### config.mk
export PLATFORM = sky130hd
export DESIGN_NAME = bmp_rle8_encoder
export DESIGN_NICKNAME = d
export VERILOG_FILES = /design/src/design/brle8_pkg.sv /design/src/design/brle8_ram.sv /design/src/design/brle8_cmd_fifo.sv /design/src/design/brle8_front.sv /design/src/design/brle8_back.sv /design/src/design/bmp_rle8_encoder.sv
export SDC_FILE = /design/constraint.sdc
export NUM_CORES = 1
export LEC_CHECK = 0
export BUFFER_PORTS_ARGS = -buffer_cell sky130_fd_sc_hd__buf_4
export CAP_MARGIN = 20
export CORE_MARGIN = 4
export CORE_UTILIZATION = 53
export DETAILED_ROUTE_END_ITERATION = 7
export GPL_ROUTABILITY_DRIVEN = 0
export PLACE_DENSITY_LB_ADDON = 0.12
export RECOVER_POWER = 25
export SYNTH_ARGS = -nofsm -noshare
export SYNTH_HDL_FRONTEND = slang
export SYNTH_SLANG_ARGS = --single-unit
export TNS_END_PERCENT = 10
### constraint.sdc
create_clock -name clk -period 9.4 [get_ports clk]
set_input_delay 0.94 -clock clk [delete_from_list [all_inputs] [get_ports clk]]
set_output_delay 0.94 -clock clk [all_outputs]
set_load 0.05 [all_outputs]
### src/design/brle8_pkg.sv
// ----------------------------------------------------------------------------
// brle8_pkg
// types and constants of the bmp rle8 encoder
// ----------------------------------------------------------------------------
package brle8_pkg;

  localparam logic [7:0]  RUN_CAP         = 8'd255;
  localparam int          MIN_RUN         = 3;
  localparam logic [15:0] ROW_WIDTH_RESET = 16'd256;
  localparam int          Q_DEPTH         = 4;

  typedef struct packed {
    logic [7:0] pixel;
    logic       final_pixel;
  } in_item_t;

  typedef struct packed {
    logic [7:0] code_byte;
    logic       run_last;
  } out_item_t;

  typedef enum logic [1:0] {
    CMD_PUSH,
    CMD_FLUSH,
    CMD_PAIR
  } cmd_op_t;

  typedef struct packed {
    cmd_op_t    op;
    logic [7:0] a;
    logic [7:0] b;
    logic       flush;
    logic       last;
  } cmd_t;

  typedef enum logic [1:0] {
    F_IDLE,
    F_RUN,
    F_FLUSH,
    F_END
  } front_state_t;

  typedef enum logic [2:0] {
    B_IDLE,
    B_PAIR_B,
    B_LHEAD,
    B_LCNT,
    B_DATA,
    B_PAD
  } back_state_t;

endpackage

### src/design/brle8_ram.sv
// ----------------------------------------------------------------------------
// brle8_ram
// generic single-write, single-read ram with registered read data
// ----------------------------------------------------------------------------
module brle8_ram #(
  parameter int WIDTH = 8,
  parameter int DEPTH = 48
) (
  input  logic                     clk,
  input  logic                     we,
  input  logic [$clog2(DEPTH)-1:0] waddr,
  input  logic [WIDTH-1:0]         wdata,
  input  logic [$clog2(DEPTH)-1:0] raddr,
  output logic [WIDTH-1:0]         rdata
);

  logic [WIDTH-1:0] mem [DEPTH];

  always_ff @(posedge clk) begin
    if (we) begin
      mem[waddr] <= wdata;
    end
    rdata <= mem[raddr];
  end

endmodule

### src/design/brle8_cmd_fifo.sv
// ----------------------------------------------------------------------------
// brle8_cmd_fifo
// short command queue between the run tracker and the byte emitter
// ----------------------------------------------------------------------------
module brle8_cmd_fifo (
  input  logic             clk,
  input  logic             rst,
  input  logic             push,
  input  brle8_pkg::cmd_t  din,
  input  logic             pop,
  output brle8_pkg::cmd_t  dout,
  output logic             empty,
  output logic             full
);

  localparam int AW = $clog2(brle8_pkg::Q_DEPTH);
  localparam int CW = $clog2(brle8_pkg::Q_DEPTH + 1);

  brle8_pkg::cmd_t mem [brle8_pkg::Q_DEPTH];
  logic [AW-1:0]   wr_ptr;
  logic [AW-1:0]   rd_ptr;
  logic [CW-1:0]   count;

  assign empty = (count == '0);
  assign full  = (count == CW'(brle8_pkg::Q_DEPTH));
  assign dout  = mem[rd_ptr];

  always_ff @(posedge clk) begin
    if (push) begin
      mem[wr_ptr] <= din;
    end
  end

  always_ff @(posedge clk) begin
    if (rst) begin
      wr_ptr <= '0;
      rd_ptr <= '0;
      count  <= '0;
    end else begin
      if (push) begin
        wr_ptr <= wr_ptr + AW'(1);
      end
      if (pop) begin
        rd_ptr <= rd_ptr + AW'(1);
      end
      if (push && !pop) begin
        count <= count + CW'(1);
      end else if (pop && !push) begin
        count <= count - CW'(1);
      end
    end
  end

endmodule

### src/design/brle8_front.sv
// ----------------------------------------------------------------------------
// brle8_front
// run tracker: takes pixels, follows runs, rows and the literal fill level,
// and issues store, flush and pair commands
// ----------------------------------------------------------------------------
module brle8_front #(
  parameter int LIT_MAX = 48
) (
  input  logic                  clk,
  input  logic                  rst,
  input  logic                  cfg_we,
  input  logic [15:0]           cfg_wdata,
  input  logic                  in_valid,
  output logic                  in_stall,
  input  brle8_pkg::in_item_t   in_item,
  input  logic                  q_full,
  output logic                  q_push,
  output brle8_pkg::cmd_t       q_din
);

  localparam int CW = $clog2(LIT_MAX + 1);

  brle8_pkg::front_state_t state, state_next;

  logic [15:0]   row_width;
  logic [7:0]    run_value;
  logic [7:0]    run_length;
  logic [15:0]   column;
  logic [CW-1:0] lit_cnt;
  logic [7:0]    cur_val;
  logic [7:0]    cur_len;
  logic [1:0]    left;
  logic          phase_b;
  logic          job_end;
  logic          job_fin;
  logic [7:0]    nv;
  logic [7:0]    nl;

  logic          accept;
  logic          extend;
  logic          close_old;
  logic [7:0]    l2;
  logic [15:0]   col_inc;
  logic          endf;
  logic          is_long;
  logic          lit_full;
  logic          close_done;

  assign in_stall  = (state != brle8_pkg::F_IDLE);
  assign accept    = in_valid && (state == brle8_pkg::F_IDLE);
  assign extend    = (run_length != 8'd0) && (in_item.pixel == run_value) &&
                     (run_length != brle8_pkg::RUN_CAP);
  assign close_old = !extend && (run_length != 8'd0);
  assign l2        = extend ? (run_length + 8'd1) : 8'd1;
  assign col_inc   = column + 16'd1;
  assign endf      = in_item.final_pixel || (col_inc == row_width);
  assign is_long   = (cur_len >= 8'(brle8_pkg::MIN_RUN));
  assign lit_full  = (lit_cnt == CW'(LIT_MAX));
  assign close_done = (state == brle8_pkg::F_RUN) && !q_full &&
                      ((is_long && (lit_cnt == '0)) || (!is_long && (left == 2'd1)));

  always_ff @(posedge clk) begin
    if (rst) begin
      state <= brle8_pkg::F_IDLE;
    end else begin
      state <= state_next;
    end
  end

  always_comb begin
    state_next = state;
    q_push     = 1'b0;
    q_din      = '0;
    case (state)
      brle8_pkg::F_IDLE: begin
        if (accept && (close_old || endf)) begin
          state_next = brle8_pkg::F_RUN;
        end
      end
      brle8_pkg::F_RUN: begin
        if (!q_full) begin
          q_push = 1'b1;
          if (is_long) begin
            if (lit_cnt != '0) begin
              q_din.op = brle8_pkg::CMD_FLUSH;
            end else begin
              q_din.op   = brle8_pkg::CMD_PAIR;
              q_din.a    = cur_len;
              q_din.b    = cur_val;
              q_din.last = !job_end;
            end
          end else begin
            q_din.op    = brle8_pkg::CMD_PUSH;
            q_din.a     = cur_val;
            q_din.flush = lit_full;
            q_din.last  = !job_end && lit_full;
          end
        end
        if (close_done) begin
          if (phase_b) begin
            state_next = brle8_pkg::F_FLUSH;
          end else if (!job_end) begin
            state_next = brle8_pkg::F_IDLE;
          end
        end
      end
      brle8_pkg::F_FLUSH: begin
        if (lit_cnt == '0) begin
          state_next = brle8_pkg::F_END;
        end else if (!q_full) begin
          q_push     = 1'b1;
          q_din.op   = brle8_pkg::CMD_FLUSH;
          state_next = brle8_pkg::F_END;
        end
      end
      brle8_pkg::F_END: begin
        if (!q_full) begin
          q_push     = 1'b1;
          q_din.op   = brle8_pkg::CMD_PAIR;
          q_din.a    = 8'd0;
          q_din.b    = {7'd0, job_fin};
          q_din.last = 1'b1;
          state_next = brle8_pkg::F_IDLE;
        end
      end
      default: begin
        state_next = brle8_pkg::F_IDLE;
      end
    endcase
  end

  always_ff @(posedge clk) begin
    if (rst) begin
      row_width  <= brle8_pkg::ROW_WIDTH_RESET;
      run_value  <= 8'd0;
      run_length <= 8'd0;
      column     <= 16'd0;
      lit_cnt    <= '0;
      cur_val    <= 8'd0;
      cur_len    <= 8'd0;
      left       <= 2'd0;
      phase_b    <= 1'b0;
      job_end    <= 1'b0;
      job_fin    <= 1'b0;
      nv         <= 8'd0;
      nl         <= 8'd0;
    end else begin
      if (cfg_we) begin
        row_width <= cfg_wdata;
      end
      if (accept) begin
        run_length <= endf ? 8'd0 : l2;
        run_value  <= in_item.final_pixel ? 8'd0 : in_item.pixel;
        column     <= endf ? 16'd0 : col_inc;
        job_end    <= endf;
        job_fin    <= in_item.final_pixel;
        nv         <= in_item.pixel;
        nl         <= l2;
        if (close_old) begin
          cur_val <= run_value;
          cur_len <= run_length;
          left    <= run_length[1:0];
          phase_b <= 1'b0;
        end else begin
          cur_val <= in_item.pixel;
          cur_len <= l2;
          left    <= l2[1:0];
          phase_b <= 1'b1;
        end
      end
      // old run closed on a row or image end: close the new run next
      if (close_done && !phase_b && job_end) begin
        cur_val <= nv;
        cur_len <= nl;
        left    <= nl[1:0];
        phase_b <= 1'b1;
      end else if (q_push && (q_din.op == brle8_pkg::CMD_PUSH)) begin
        left <= left - 2'd1;
      end
      if (q_push) begin
        case (q_din.op)
          brle8_pkg::CMD_FLUSH: lit_cnt <= '0;
          brle8_pkg::CMD_PUSH:  lit_cnt <= q_din.flush ? CW'(1) : (lit_cnt + CW'(1));
          default:              lit_cnt <= lit_cnt;
        endcase
      end
    end
  end

endmodule

### src/design/brle8_back.sv
// ----------------------------------------------------------------------------
// brle8_back
// byte emitter: holds the literal store and turns commands into code bytes
// ----------------------------------------------------------------------------
module brle8_back #(
  parameter int LIT_MAX = 48
) (
  input  logic                  clk,
  input  logic                  rst,
  input  logic                  q_empty,
  input  brle8_pkg::cmd_t       q_dout,
  output logic                  q_pop,
  output logic                  out_valid,
  input  logic                  out_stall,
  output brle8_pkg::out_item_t  out_item
);

  localparam int CW = $clog2(LIT_MAX + 1);
  localparam int AW = $clog2(LIT_MAX);

  brle8_pkg::back_state_t state, state_next;

  logic [CW-1:0]   cnt, cnt_next;
  logic [AW-1:0]   idx, idx_next;
  brle8_pkg::cmd_t cur;

  logic            out_free;
  logic            emit;
  logic [7:0]      emit_byte;
  logic            emit_last;
  logic            done;
  logic            is_long;
  logic            final_byte;
  logic            ram_we;
  logic [AW-1:0]   ram_waddr;
  logic [7:0]      ram_wdata;
  logic [7:0]      ram_rdata;

  assign out_free   = !out_valid || !out_stall;
  assign is_long    = (cnt >= CW'(brle8_pkg::MIN_RUN));
  assign final_byte = ((CW'(idx) + CW'(1)) == cnt);

  brle8_ram #(
    .WIDTH (8),
    .DEPTH (LIT_MAX)
  ) u_lit_ram (
    .clk   (clk),
    .we    (ram_we),
    .waddr (ram_waddr),
    .wdata (ram_wdata),
    .raddr (idx_next),
    .rdata (ram_rdata)
  );

  always_ff @(posedge clk) begin
    if (rst) begin
      state <= brle8_pkg::B_IDLE;
    end else begin
      state <= state_next;
    end
  end

  always_comb begin
    state_next = state;
    q_pop      = 1'b0;
    emit       = 1'b0;
    emit_byte  = 8'd0;
    emit_last  = 1'b0;
    done       = 1'b0;
    idx_next   = idx;
    cnt_next   = cnt;
    ram_we     = 1'b0;
    ram_waddr  = cnt[AW-1:0];
    ram_wdata  = q_dout.a;
    case (state)
      brle8_pkg::B_IDLE: begin
        if (!q_empty) begin
          case (q_dout.op)
            brle8_pkg::CMD_PUSH: begin
              q_pop = 1'b1;
              if (q_dout.flush) begin
                state_next = brle8_pkg::B_LHEAD;
              end else begin
                ram_we   = 1'b1;
                cnt_next = cnt + CW'(1);
              end
            end
            brle8_pkg::CMD_FLUSH: begin
              q_pop      = 1'b1;
              state_next = brle8_pkg::B_LHEAD;
            end
            brle8_pkg::CMD_PAIR: begin
              if (out_free) begin
                q_pop      = 1'b1;
                emit       = 1'b1;
                emit_byte  = q_dout.a;
                state_next = brle8_pkg::B_PAIR_B;
              end
            end
            default: begin
              q_pop = 1'b1;
            end
          endcase
        end
      end
      brle8_pkg::B_PAIR_B: begin
        if (out_free) begin
          emit       = 1'b1;
          emit_byte  = cur.b;
          emit_last  = cur.last;
          state_next = brle8_pkg::B_IDLE;
        end
      end
      brle8_pkg::B_LHEAD: begin
        if (out_free) begin
          emit       = 1'b1;
          emit_byte  = is_long ? 8'd0 : 8'd1;
          state_next = is_long ? brle8_pkg::B_LCNT : brle8_pkg::B_DATA;
        end
      end
      brle8_pkg::B_LCNT: begin
        if (out_free) begin
          emit       = 1'b1;
          emit_byte  = 8'(cnt);
          state_next = brle8_pkg::B_DATA;
        end
      end
      brle8_pkg::B_DATA: begin
        if (out_free) begin
          emit      = 1'b1;
          emit_byte = ram_rdata;
          emit_last = cur.last && final_byte && !(is_long && cnt[0]);
          if (final_byte) begin
            if (is_long && cnt[0]) begin
              state_next = brle8_pkg::B_PAD;
            end else begin
              done = 1'b1;
            end
          end else begin
            idx_next   = idx + AW'(1);
            state_next = is_long ? brle8_pkg::B_DATA : brle8_pkg::B_LHEAD;
          end
        end
      end
      brle8_pkg::B_PAD: begin
        if (out_free) begin
          emit      = 1'b1;
          emit_byte = 8'd0;
          emit_last = cur.last;
          done      = 1'b1;
        end
      end
      default: begin
        state_next = brle8_pkg::B_IDLE;
      end
    endcase
    // flush finished: empty the store, then place a pending byte first
    if (done) begin
      idx_next   = '0;
      state_next = brle8_pkg::B_IDLE;
      if (cur.op == brle8_pkg::CMD_PUSH) begin
        ram_we    = 1'b1;
        ram_waddr = '0;
        ram_wdata = cur.a;
        cnt_next  = CW'(1);
      end else begin
        cnt_next = '0;
      end
    end
  end

  always_ff @(posedge clk) begin
    if (rst) begin
      cnt       <= '0;
      idx       <= '0;
      out_valid <= 1'b0;
    end else begin
      cnt <= cnt_next;
      idx <= idx_next;
      if (emit) begin
        out_valid <= 1'b1;
      end else if (!out_stall) begin
        out_valid <= 1'b0;
      end
    end
  end

  always_ff @(posedge clk) begin
    if (q_pop) begin
      cur <= q_dout;
    end
    if (emit) begin
      out_item.code_byte <= emit_byte;
      out_item.run_last  <= emit_last;
    end
  end

endmodule

### src/design/bmp_rle8_encoder.sv
// a pixel that only extends a run leaves the run tracker ready for the next pixel; while the
// tracker issues commands, in_stall holds the input; a literal block of n bytes goes out as
// a 00 escape, the count, the bytes and a 00 pad for odd n, one or two leftovers as a 01 byte
// and the pixel each; the 4-entry queue sets back-pressure
// reset (synchronous): runs, column, literal count and queue clear, row_width is 256;
// the literal store itself is not cleared
// ----------------------------------------------------------------------------
// bmp_rle8_encoder
// pixel stream to bmp rle8 code bytes, run tracker and byte emitter joined
// by a short command queue
// ----------------------------------------------------------------------------
module bmp_rle8_encoder #(
  parameter int LIT_MAX = 48
) (
  input  logic                  clk,
  input  logic                  rst,
  input  logic                  cfg_we,
  input  logic [15:0]           cfg_wdata,
  input  logic                  in_valid,
  output logic                  in_stall,
  input  brle8_pkg::in_item_t   in_item,
  output logic                  out_valid,
  input  logic                  out_stall,
  output brle8_pkg::out_item_t  out_item
);

  logic            q_push;
  logic            q_pop;
  logic            q_empty;
  logic            q_full;
  brle8_pkg::cmd_t q_din;
  brle8_pkg::cmd_t q_dout;

  brle8_front #(
    .LIT_MAX (LIT_MAX)
  ) u_front (
    .clk       (clk),
    .rst       (rst),
    .cfg_we    (cfg_we),
    .cfg_wdata (cfg_wdata),
    .in_valid  (in_valid),
    .in_stall  (in_stall),
    .in_item   (in_item),
    .q_full    (q_full),
    .q_push    (q_push),
    .q_din     (q_din)
  );

  brle8_cmd_fifo u_fifo (
    .clk   (clk),
    .rst   (rst),
    .push  (q_push),
    .din   (q_din),
    .pop   (q_pop),
    .dout  (q_dout),
    .empty (q_empty),
    .full  (q_full)
  );

  brle8_back #(
    .LIT_MAX (LIT_MAX)
  ) u_back (
    .clk       (clk),
    .rst       (rst),
    .q_empty   (q_empty),
    .q_dout    (q_dout),
    .q_pop     (q_pop),
    .out_valid (out_valid),
    .out_stall (out_stall),
    .out_item  (out_item)
  );

endmodule

# Yosys cells after proc, flatten, opt, wreduce, memory -nomap -nowiden
# Memory sizes are Yosys's and may differ from the RTL's. A register that Yosys moved wholly into a read port is not among the register bits.
# Index checks and enable logic that the tools add are counted.
dict set report op_classes {
  n_addsub 10
  order_cmp 2
  eq_ne 35
  n_mux 111
  bitwise_logic 1
  reduce_logical 56
}
# cell n
set ops {}
lappend ops {{$mux 8} 18}
lappend ops {{$mux 6} 13}
lappend ops {{$pmux 8 s5} 1}
lappend ops {{$mux 3} 13}
lappend ops {{$mux 1} 35}
lappend ops {{$mux 16} 2}
lappend ops {{$pmux 16 s2} 1}
lappend ops {{$mux 2} 15}
lappend ops {{$mux 20} 1}
lappend ops {{$add 6x1->6 const B} 3}
lappend ops {{$logic_and 1x1->1} 18}
lappend ops {{$mux 18} 1}
lappend ops {{$pmux 3 s6} 1}
lappend ops {{$add 16x1->16 const B} 1}
lappend ops {{$eq 16x16->1} 1}
lappend ops {{$ne 2x1->1 const B} 6}
lappend ops {{$pmux 6 s2} 1}
lappend ops {{$reduce_bool 2->1} 6}
lappend ops {{$logic_not 1->1} 10}
lappend ops {{$mux 10} 1}
lappend ops {{$ne 2x2->1 const B} 5}
lappend ops {{$pmux 1 s2} 5}
lappend ops {{$reduce_and 10->1} 1}
lappend ops {{$eq 3x3->1 const B} 3}
lappend ops {{other kinds (34)} 53}
dict set report totals {
  register_bits 144
  ram_bits 464
  in_bits 30
  output_inout_bits 11
  memories 2
}
# name depth word_bits read_ports rd_clocked_by_memory_dff write_ports line
set mem_list {}
lappend mem_list {u_back.u_lit_ram.mem 48 8 1 1 1 brle8_ram.sv:17} ;# logic [WIDTH-1:0] mem [DEPTH];
lappend mem_list {u_fifo.mem 4 20 1 1 1 brle8_cmd_fifo.sv:19} ;# brle8_pkg::cmd_t mem [brle8_pkg::Q_DEPTH];

# Logic depth before layout (Yosys ltp)
# Gate-level depths: netlist of the first run.
dict set report logic_depth {
  word_depth 9
  ltp_mapped 15
}

# Modules after synthesis
# Synthesis of the first run repeated with hierarchy kept, for this count alone.
dict set report hier_totals {
  hier_cells 1814
  area_unflattened_um2 26248.9
}
# mod instances cells_per_inst area_per_inst_um2
set by_module_without_submodules {}
lappend by_module_without_submodules {brle8_ram 1 790 15334.7}
lappend by_module_without_submodules {brle8_front 1 637 5168.7}
lappend by_module_without_submodules {brle8_cmd_fifo 1 148 3314.4}
lappend by_module_without_submodules {brle8_back 1 239 2431.1}

# Least setup slack after synthesis of the first run
# OpenSTA, ideal clock, no wires.
dict set report synth_path {
  path_type {flip-flop to flip-flop}
  from {reg with a tool-made name}
  to {reg u_fifo.count[2]}
  setup_ns 0.070
  arrival_ns 4.264
  setup_slack_ns 5.065
  stages_incl_launch_ff 14
  period_less_slack_ns 4.335
  cell_sequence {dfxtp_1 > buf_1 > buf_1 > mux4_2 > inv_1 > ha_1 > a21oi_1 > inv_1 > ha_1 > inv_1 > fa_1 > xor2_1 > or3_1 > a21oi_1}
}
# element line
set synth_lines {}
lappend synth_lines {{end signal: assignment} brle8_cmd_fifo.sv:47} ;# count <= count + CW'(1);
lappend synth_lines {{end signal: assignment} brle8_cmd_fifo.sv:49} ;# count <= count - CW'(1);
lappend synth_lines {{end: declaration} brle8_cmd_fifo.sv:22} ;# logic [CW-1:0] count;

# Final worst setup path of the first run
dict set report layout_path {
  from {reg u_back.idx[0]}
  to {reg u_back.u_lit_ram.rdata[1] (read register of u_back.u_lit_ram.mem)}
}
dict set report layout_via {
  elab_chain_len 6
  word_cells_on_any_way 9
}
# element line
set layout_rtl {}
lappend layout_rtl {{start: declaration} brle8_back.sv:24} ;# logic [AW-1:0] idx, idx_next;
lappend layout_rtl {{start signal: assignment} brle8_back.sv:179} ;# idx <= idx_next;
lappend layout_rtl {{$add 6x1->6} {brle8_back.sv:41, brle8_back.sv:140}}
lappend layout_rtl {{$eq 6x6->1} brle8_back.sv:41} ;# assign final_byte = ((CW'(idx) + CW'(1)) == cnt);
lappend layout_rtl {{$mux 1 or $mux 6 (tied branches)} brle8_back.sv:133} ;# if (final_byte) begin
lappend layout_rtl {{$mux 1 or $mux 6 (tied branches)} brle8_back.sv:129} ;# if (out_free) begin
lappend layout_rtl {{$pmux 1 s2 or $mux 6 (tied branches)} brle8_back.sv:75} ;# case (state)
lappend layout_rtl {{$mux 6 *} brle8_back.sv:158} ;# if (done) begin
lappend layout_rtl {{end: declaration} brle8_ram.sv:14} ;# output logic [WIDTH-1:0] rdata
# Mark *: on every way between the ends. The rest lies on a longest branch, timed or not.
# A chain may end at the register's enable or synchronous reset.

==> results of run 1 <==
synth_stat cells (6+ instances only):
master | instances | area [um^2]
and3_1 | 25 | 156
nand3b_1 | 22 | 165
buf_4 | 10 | 75.1
a22o_1 | 9 | 78.8
o221ai_1 | 11 | 96.3
nand4_1 | 17 | 106
o21ai_0 | 48 | 240
nand3_1 | 67 | 335
o22ai_1 | 21 | 131
nor2b_1 | 13 | 81.3
xnor2_1 | 36 | 315
nor4_1 | 6 | 37.5
mux2_2 | 26 | 293
nor2_1 | 158 | 593
xor2_1 | 27 | 236
o21ai_1 | 6 | 30.0
dfxtp_1 | 126 | 2520
a22oi_1 | 20 | 150
and2_1 | 22 | 138
inv_1 | 24 | 90.1
nor3_1 | 33 | 165
o211ai_1 | 13 | 97.6
edfxtp_1 | 492 | 14800
a21oi_1 | 122 | 611
ha_1 | 15 | 188
clkbuf_1 | 68 | 255
nand2_1 | 297 | 1110
mux4_2 | 29 | 653
or3_1 | 14 | 87.6
buf_1 | 6 | 22.5
a31oi_1 | 38 | 238
a211oi_1 | 24 | 180
a221oi_1 | 27 | 236
buf_2 | 43 | 215
mux2i_1 | 70 | 701
layout make-up:
type                            instances  area [um^2]  area share
Clock buffer                           63         1520      0.0517
Clock inverter                         49          617      0.0209
Inverter                               24         90.1     0.00306
Multi-Input combinational cell       1330         8550       0.290
Sequential cell                       618        17300       0.587
Tap cell                              664          831      0.0282
Timing Repair Buffer                   72          541      0.0184
power groups by stage:
stage / logic [mW] / registers [mW] / clock network, mW
after global routing: 1.69 / 3.45 / 2.75
after global placement: 1.52 / 3.49 / 0
after detailed placement: 1.55 / 3.50 / 0
after CTS: 1.56 / 3.44 / 2.63
after floorplan: 0.999 / 3.51 / 0
final: 1.57 / 3.43 / 2.60
worst paths after layout:
check	from	end	depth (start not counted)
max	u_back.idx[0]	u_back.u_lit_ram.rdata[1]	10
min	u_front.nv[2]	u_front.nv[2]	2
max reg2reg	u_back.idx[0]	u_back.u_lit_ram.rdata[1]	10
min reg2reg	u_front.nv[2]	u_front.nv[2]	2
state kept, by name (all words and copies together) (netlist names), 3 cells and up, named ones only:
register                flops
u_front.cur_val             8
u_back.cnt                  6
u_back.u_lit_ram.mem      384
u_front.column             16
u_front.cur_len             8
u_front.lit_cnt             6
u_fifo.count                3
u_front.run_value           8
u_back.cur                 19
u_back.out_item             9
u_back.u_lit_ram.rdata      8
u_fifo.mem                 80
u_back.state                3
u_front.row_width          16
u_front.nv                  8
u_front.run_length          8
u_back.idx                  6
u_front.nl                  8
logic make-up after synthesis:
logic type | synth area share
and+or+nand+nor | 0.125
DFF | 0.651
AOI/OAI and AO/OA | 0.104
buffers and inverters | 0.0283
muxes | 0.0624
xor gates and xnor gates | 0.0214
adders and majority gates | 0.00782
per-layer routing:
layer  wire (um)  GRT usage
met1       27800      0.344
met4        2290     0.0822
met3        4690     0.0343
met5           0          0
met2       32800      0.411
worst max-delay path: cells and delay by family (launching register included):
kind | cells | cell delay [ns]
AOI/OAI and AO/OA | 6 | 2.33
buffers and inverters | 1 | 0.76
DFF | 1 | 0.91
and+or+nand+nor | 3 | 1.03
==> summary.md, run 1 <==
| Metric | Value |
|---|---|
| Required time of the critical path | 9.91 ns |
| Post-CTS Setup Repair Bufs | 0 |
| Sw frac | 0.294 |
| WL final | 67500 um |
| Crit path kind | register to register |
| Initial Util | 0.539 |
| Cts hold-fix bufs | 0 |
| Placed insts | 2703 |
| GR Util All Layers | 0.249 |
| Max-slew violation count | 146 |
| Cell area power density | 258 nW/um^2 |
| Worst path cell trace | nand3_2, nor3b_1, o211a_1, o211a_2, o21a_2, buf_4, a21oi_1, o311ai_1, o211ai_1, and4_1 |
| Longest Clk Path Bufs | 3 |
| Final core occ | 0.598 |
| Largest net degree at the start of global routing | 79 |
| Cts bufs inserted | 60 |
| Min-Delay Path Class | register to register |
| Final setup fails | 0 |
| Worst Hold Slack | 0.457 ns |
| Vias | 17400 |
| Yosys reg bits | 618 |
| Latest clock arrival within the worst-skew pair | 0.63 ns |
| CTS tree | yes |
| Power Internal | 5.37 mW |
| Synthesized Nets | 2151 |
| Logic pwr share | 0.206 |
| Final HPWL DP | 42000 um |
| Synth Cell Area | 26600 um^2 |
| Dpl ws | 4.38 ns |
| Initial antenna violation count | 0 |
| Iter 0 DRT Violations | 1843 |
| Commonest cells after routing, fill and taps aside | 492 x edfxtp_1, 295 x nand2_1, 157 x nor2_1 |
| Final period utilization | 0.552 |
| Antenna Violating Nets Remaining | 0 |
| Clock sink total | 618 |
| Worst slew pin tran | 2.45 ns |
| Setup TNS | 0 ns |
| Layout fillers | 3986 |
| Die width | 232 um |
| Number of diodes | 0 |
| Max-cap viol count | 5 |
| Core ar. | 49300 um^2 |
| Cells after Synth | 2105 |
| Layout Nets | 2152 |
| GRT Residual Overflow | 0 |
| Port Buffers | 40 |
| H-tree Lvls | 2 |
| Leakage | 10.1 nW |
| Layout Skew | 0.0244 ns |
| Sequential area share after synthesis | 0.651 |
| Die area | 53700 um^2 |
| Slowest cell on crit path | dfxtp_1 |
| Clock share of power | 0.342 |
| Crit end category | register |
| Area delta synth->final | 10.9% |
| Number of detailed-route iterations in the first pass | 7 |
| Min Tclk post-route | 5.19 ns |
| Final total power | 7.60 mW |
| P_sw | 2.23 mW |
| WL/cell | 23.9 um |
| Root Buffer | clkbuf_16 |
| Ys async rst share | 0 |
| I/O pin total | 41 |
| Row count | 81 |
| Post-synth top flop | edfxtp_1 |
| Seq pwr share | 0.452 |
| Post-Syn Area per Cell | 12.6 um^2 |
| Critical path arrival | 5.70 ns |
| Worst path max stage delay | 0.91 ns |
| Clk pin slew, worst setup/hold paths | 0.07 ns |
| # resized after CTS | 0 |
| Synth unique cells | 93 |
| Drt via density | 6.16 |
| Max-slew headroom | -0.633 |
| DIE HEIGHT | 232 um |
| RSZ-0062 raised after global routing | no |
| Area post-placement | 27300 um^2 |
| Max Freq | 193 MHz |
| Max VDD drop | 0.000191 V |
| Global-route wire length before repair | 103000 um |
| Reg2Reg Setup Slack | 4.21 ns |
| CP Max Fanout | 78 |
| Post-route insts no fill | 2820 |
| Vias in the first global route | 16800 |
| Yosys warns | 0 |
| Residual DRC | 0 |
| Share of post-route cells with drive strength above 1 | 0.111 |
| Status | finished with violations |
| Number of synthesized flops with an enable pin | 492 |
| Final hold violations | 0 |
| Final setup margin | 4.21 ns |
| Violated checks | max-capacitance violations, max-slew violations |
| Worst Setup Start Kind | register |
| Most common cell after layout, fill and taps aside | edfxtp_1 |
| Design Area, Final | 29400 um^2 |
Power figures use the tool's default switching activity.
==> run 2, diff against run 1 <==
==> constraint.sdc (replaced) <==
create_clock -name clk -period 5.2 [get_ports clk]
set_input_delay 0.52 -clock clk [delete_from_list [all_inputs] [get_ports clk]]
set_output_delay 0.52 -clock clk [all_outputs]
set_load 0.05 [all_outputs]
==> summary.md, run 2 (synthesis results as in run 1) <==
| Metric | Value |
|---|---|
| Clk pin slew, worst setup/hold paths | 0.06 ns (was 0.07 ns) |
| Global-route wire length before repair | 106000 um (was 103000 um) |
| Latest clock arrival within the worst-skew pair | 0.61 ns (was 0.63 ns) |
| Largest net degree at the start of global routing | 65 (was 79) |
| Antenna Violating Nets Remaining | 0 (unchanged) |
| Largest regs | u_back.u_lit_ram.mem x384, u_fifo.mem x80, u_back.cur x19 (unchanged) |
| Longest Clk Path Bufs | 3 (unchanged) |
| Status | finished with violations (unchanged) |
| Final total power | 13.6 mW (was 7.60 mW) |
| # resized after CTS | 0 (unchanged) |
| Share of post-route cells with drive strength above 1 | 0.133 (was 0.111) |
| Slowest cell on crit path | nor2_1 (was dfxtp_1) |
| Max-slew headroom | -0.868 (was -0.633) |
| Vias in the first global route | 17600 (was 16800) |
| Design Area, Final | 29800 um^2 (was 29400 um^2) |
| Required time of the critical path | 5.43 ns (was 9.91 ns) |
| Max-slew violation count | 158 (was 146) |
| Cts hold-fix bufs | 0 (unchanged) |
| Max VDD drop | 0.000306 V (was 0.000191 V) |
| Cell area power density | 458 nW/um^2 (was 258 nW/um^2) |
| Worst path max stage delay | 0.73 ns (was 0.91 ns) |
| GR Util All Layers | 0.257 (was 0.249) |
| Layout Skew | 0.0241 ns (was 0.0244 ns) |
| Max Freq | 217 MHz (was 193 MHz) |
| Worst path cell trace | ha_1, xor2_1, o221a_2, or2_2, a41oi_2, or3_1, nor2b_1, nand3_1, nor2_1 (was nand3_2, nor3b_1, o211a_1, o211a_2, o21a_2, buf_4, a21oi_1, o311ai_1, o211ai_1, and4_1) |
| Initial antenna violation count | 1 (was 0) |
| Die width | 232 um (unchanged) |
| H-tree Lvls | 3 (was 2) |
| Port Buffers | 40 (unchanged) |
| Post-route insts no fill | 2885 (was 2820) |
| Worst slew pin tran | 2.80 ns (was 2.45 ns) |
| Final period utilization | 0.886 (was 0.552) |
| Cts bufs inserted | 66 (was 60) |
| Crit end category | register (unchanged) |
| Area post-placement | 27800 um^2 (was 27300 um^2) |
| Number of detailed-route iterations in the first pass | 6 (was 7) |
| Final setup fails | 0 (unchanged) |
| Max-cap viol count | 3 (was 5) |
| Layout Nets | 2215 (was 2152) |
| Top reg by flops | u_back.u_lit_ram.mem (unchanged) |
| Worst Setup Start Kind | register (unchanged) |
| Post-CTS Setup Repair Bufs | 0 (unchanged) |
| Setup TNS | 0 ns (unchanged) |
| Min Tclk post-route | 4.61 ns (was 5.19 ns) |
| Most common cell after layout, fill and taps aside | edfxtp_1 (unchanged) |
| Row count | 81 (unchanged) |
| GRT Residual Overflow | 0 (unchanged) |
| WL/cell | 24.1 um (was 23.9 um) |
| Number of diodes | 0 (unchanged) |
| CP Max Fanout | 16 (was 78) |
| WL final | 69400 um (was 67500 um) |
| Leakage | 10.4 nW (was 10.1 nW) |
| Clock sink total | 618 (unchanged) |
| Max reg flops | 384 (unchanged) |
| Core ar. | 49300 um^2 (unchanged) |
| Area delta synth->final | 12.2% (was 10.9%) |
| Root Buffer | clkbuf_16 (unchanged) |
| Initial Util | 0.539 (unchanged) |
| Vias | 17800 (was 17400) |
| Drt via density | 6.17 (was 6.16) |
| Violated checks | max-capacitance violations, max-slew violations (unchanged) |
| Iter 0 DRT Violations | 2101 (was 1843) |
| Critical path arrival | 4.84 ns (was 5.70 ns) |
| Commonest cells after routing, fill and taps aside | 492 x edfxtp_1, 295 x nand2_1, 157 x nor2_1 (unchanged) |
| Residual DRC | 0 (unchanged) |
| I/O pin total | 41 (unchanged) |
| Placed insts | 2765 (was 2703) |
| DIE HEIGHT | 232 um (unchanged) |
| Final HPWL DP | 44700 um (was 42000 um) |
| Min-Delay Path Class | input pin to register (was register to register) |
| RSZ-0062 raised after global routing | no (unchanged) |
| Final hold violations | 0 (unchanged) |
| CTS tree | yes (unchanged) |
| Crit path kind | register to register (unchanged) |
| Die area | 53700 um^2 (unchanged) |
## run 2: metal layers
layer  wire (um)  track usage  vias to the layer above
li1            -            -                     8046
met1       28100        0.346                     8797
met2       32700        0.413                      783
met3        5460       0.0525                      186
met4        3160        0.108                        2
met5           9            0                        -
## run 2: cell type report
type | instances | area, um^2
clock buffers | 88 | 1820
well taps | 664 | 831
flip-flops and latches | 618 | 17300
clock inverters | 32 | 250
repair buffers | 129 | 992
inverters | 24 | 90.1
fillers | 3953 | 19400
multi-input cells | 1330 | 8530
## run 2: final timing paths
| path | endpoint | cells past startpoint | from | slack [ns] |
|---|---|---|---|---|
| max | u_back.u_lit_ram.mem[18][4] | 9 | u_back.idx[0] | 0.59 |
| min reg2reg | u_front.nv[6] | 2 | u_front.nv[6] | 0.45 |
| max reg2reg | u_back.u_lit_ram.mem[18][4] | 9 | u_back.idx[0] | 0.59 |
| min | u_front.row_width[8] | 2 | cfg_wdata[8] | 0.13 |
## run 2: metrics by stage
| stage | hold WS [ns] | worst slack, ns | util |
|---|---|---|---|
| after global routing | 0.123 | 0.416 | 0.605 |
| after detailed placement | 0.447 | 0.696 | 0.565 |
| after global placement | 0.442 | 0.791 | 0.565 |
| final | 0.129 | 0.591 | 0.605 |
| after CTS | 0.0985 | 0.680 | 0.607 |
| after floorplan | 0.432 | 0.865 | - |
## run 2: report_power, final
part           internal (mW)  switching (mW)
registers               6.03           0.217
clock network           2.57            1.92
logic                  0.900            2.00
## run 2: worst max-delay path: cells and delay by family, from the launching register on
| family | cells | cell delay (ns) |
|---|---|---|
| and+or+nand+nor | 5 | 2.34 |
| AOI/OAI and AO/OA | 2 | 0.69 |
| xor gates and xnor gates | 1 | 0.10 |
| adders and majority gates | 1 | 0.38 |
| DFF | 1 | 0.71 |
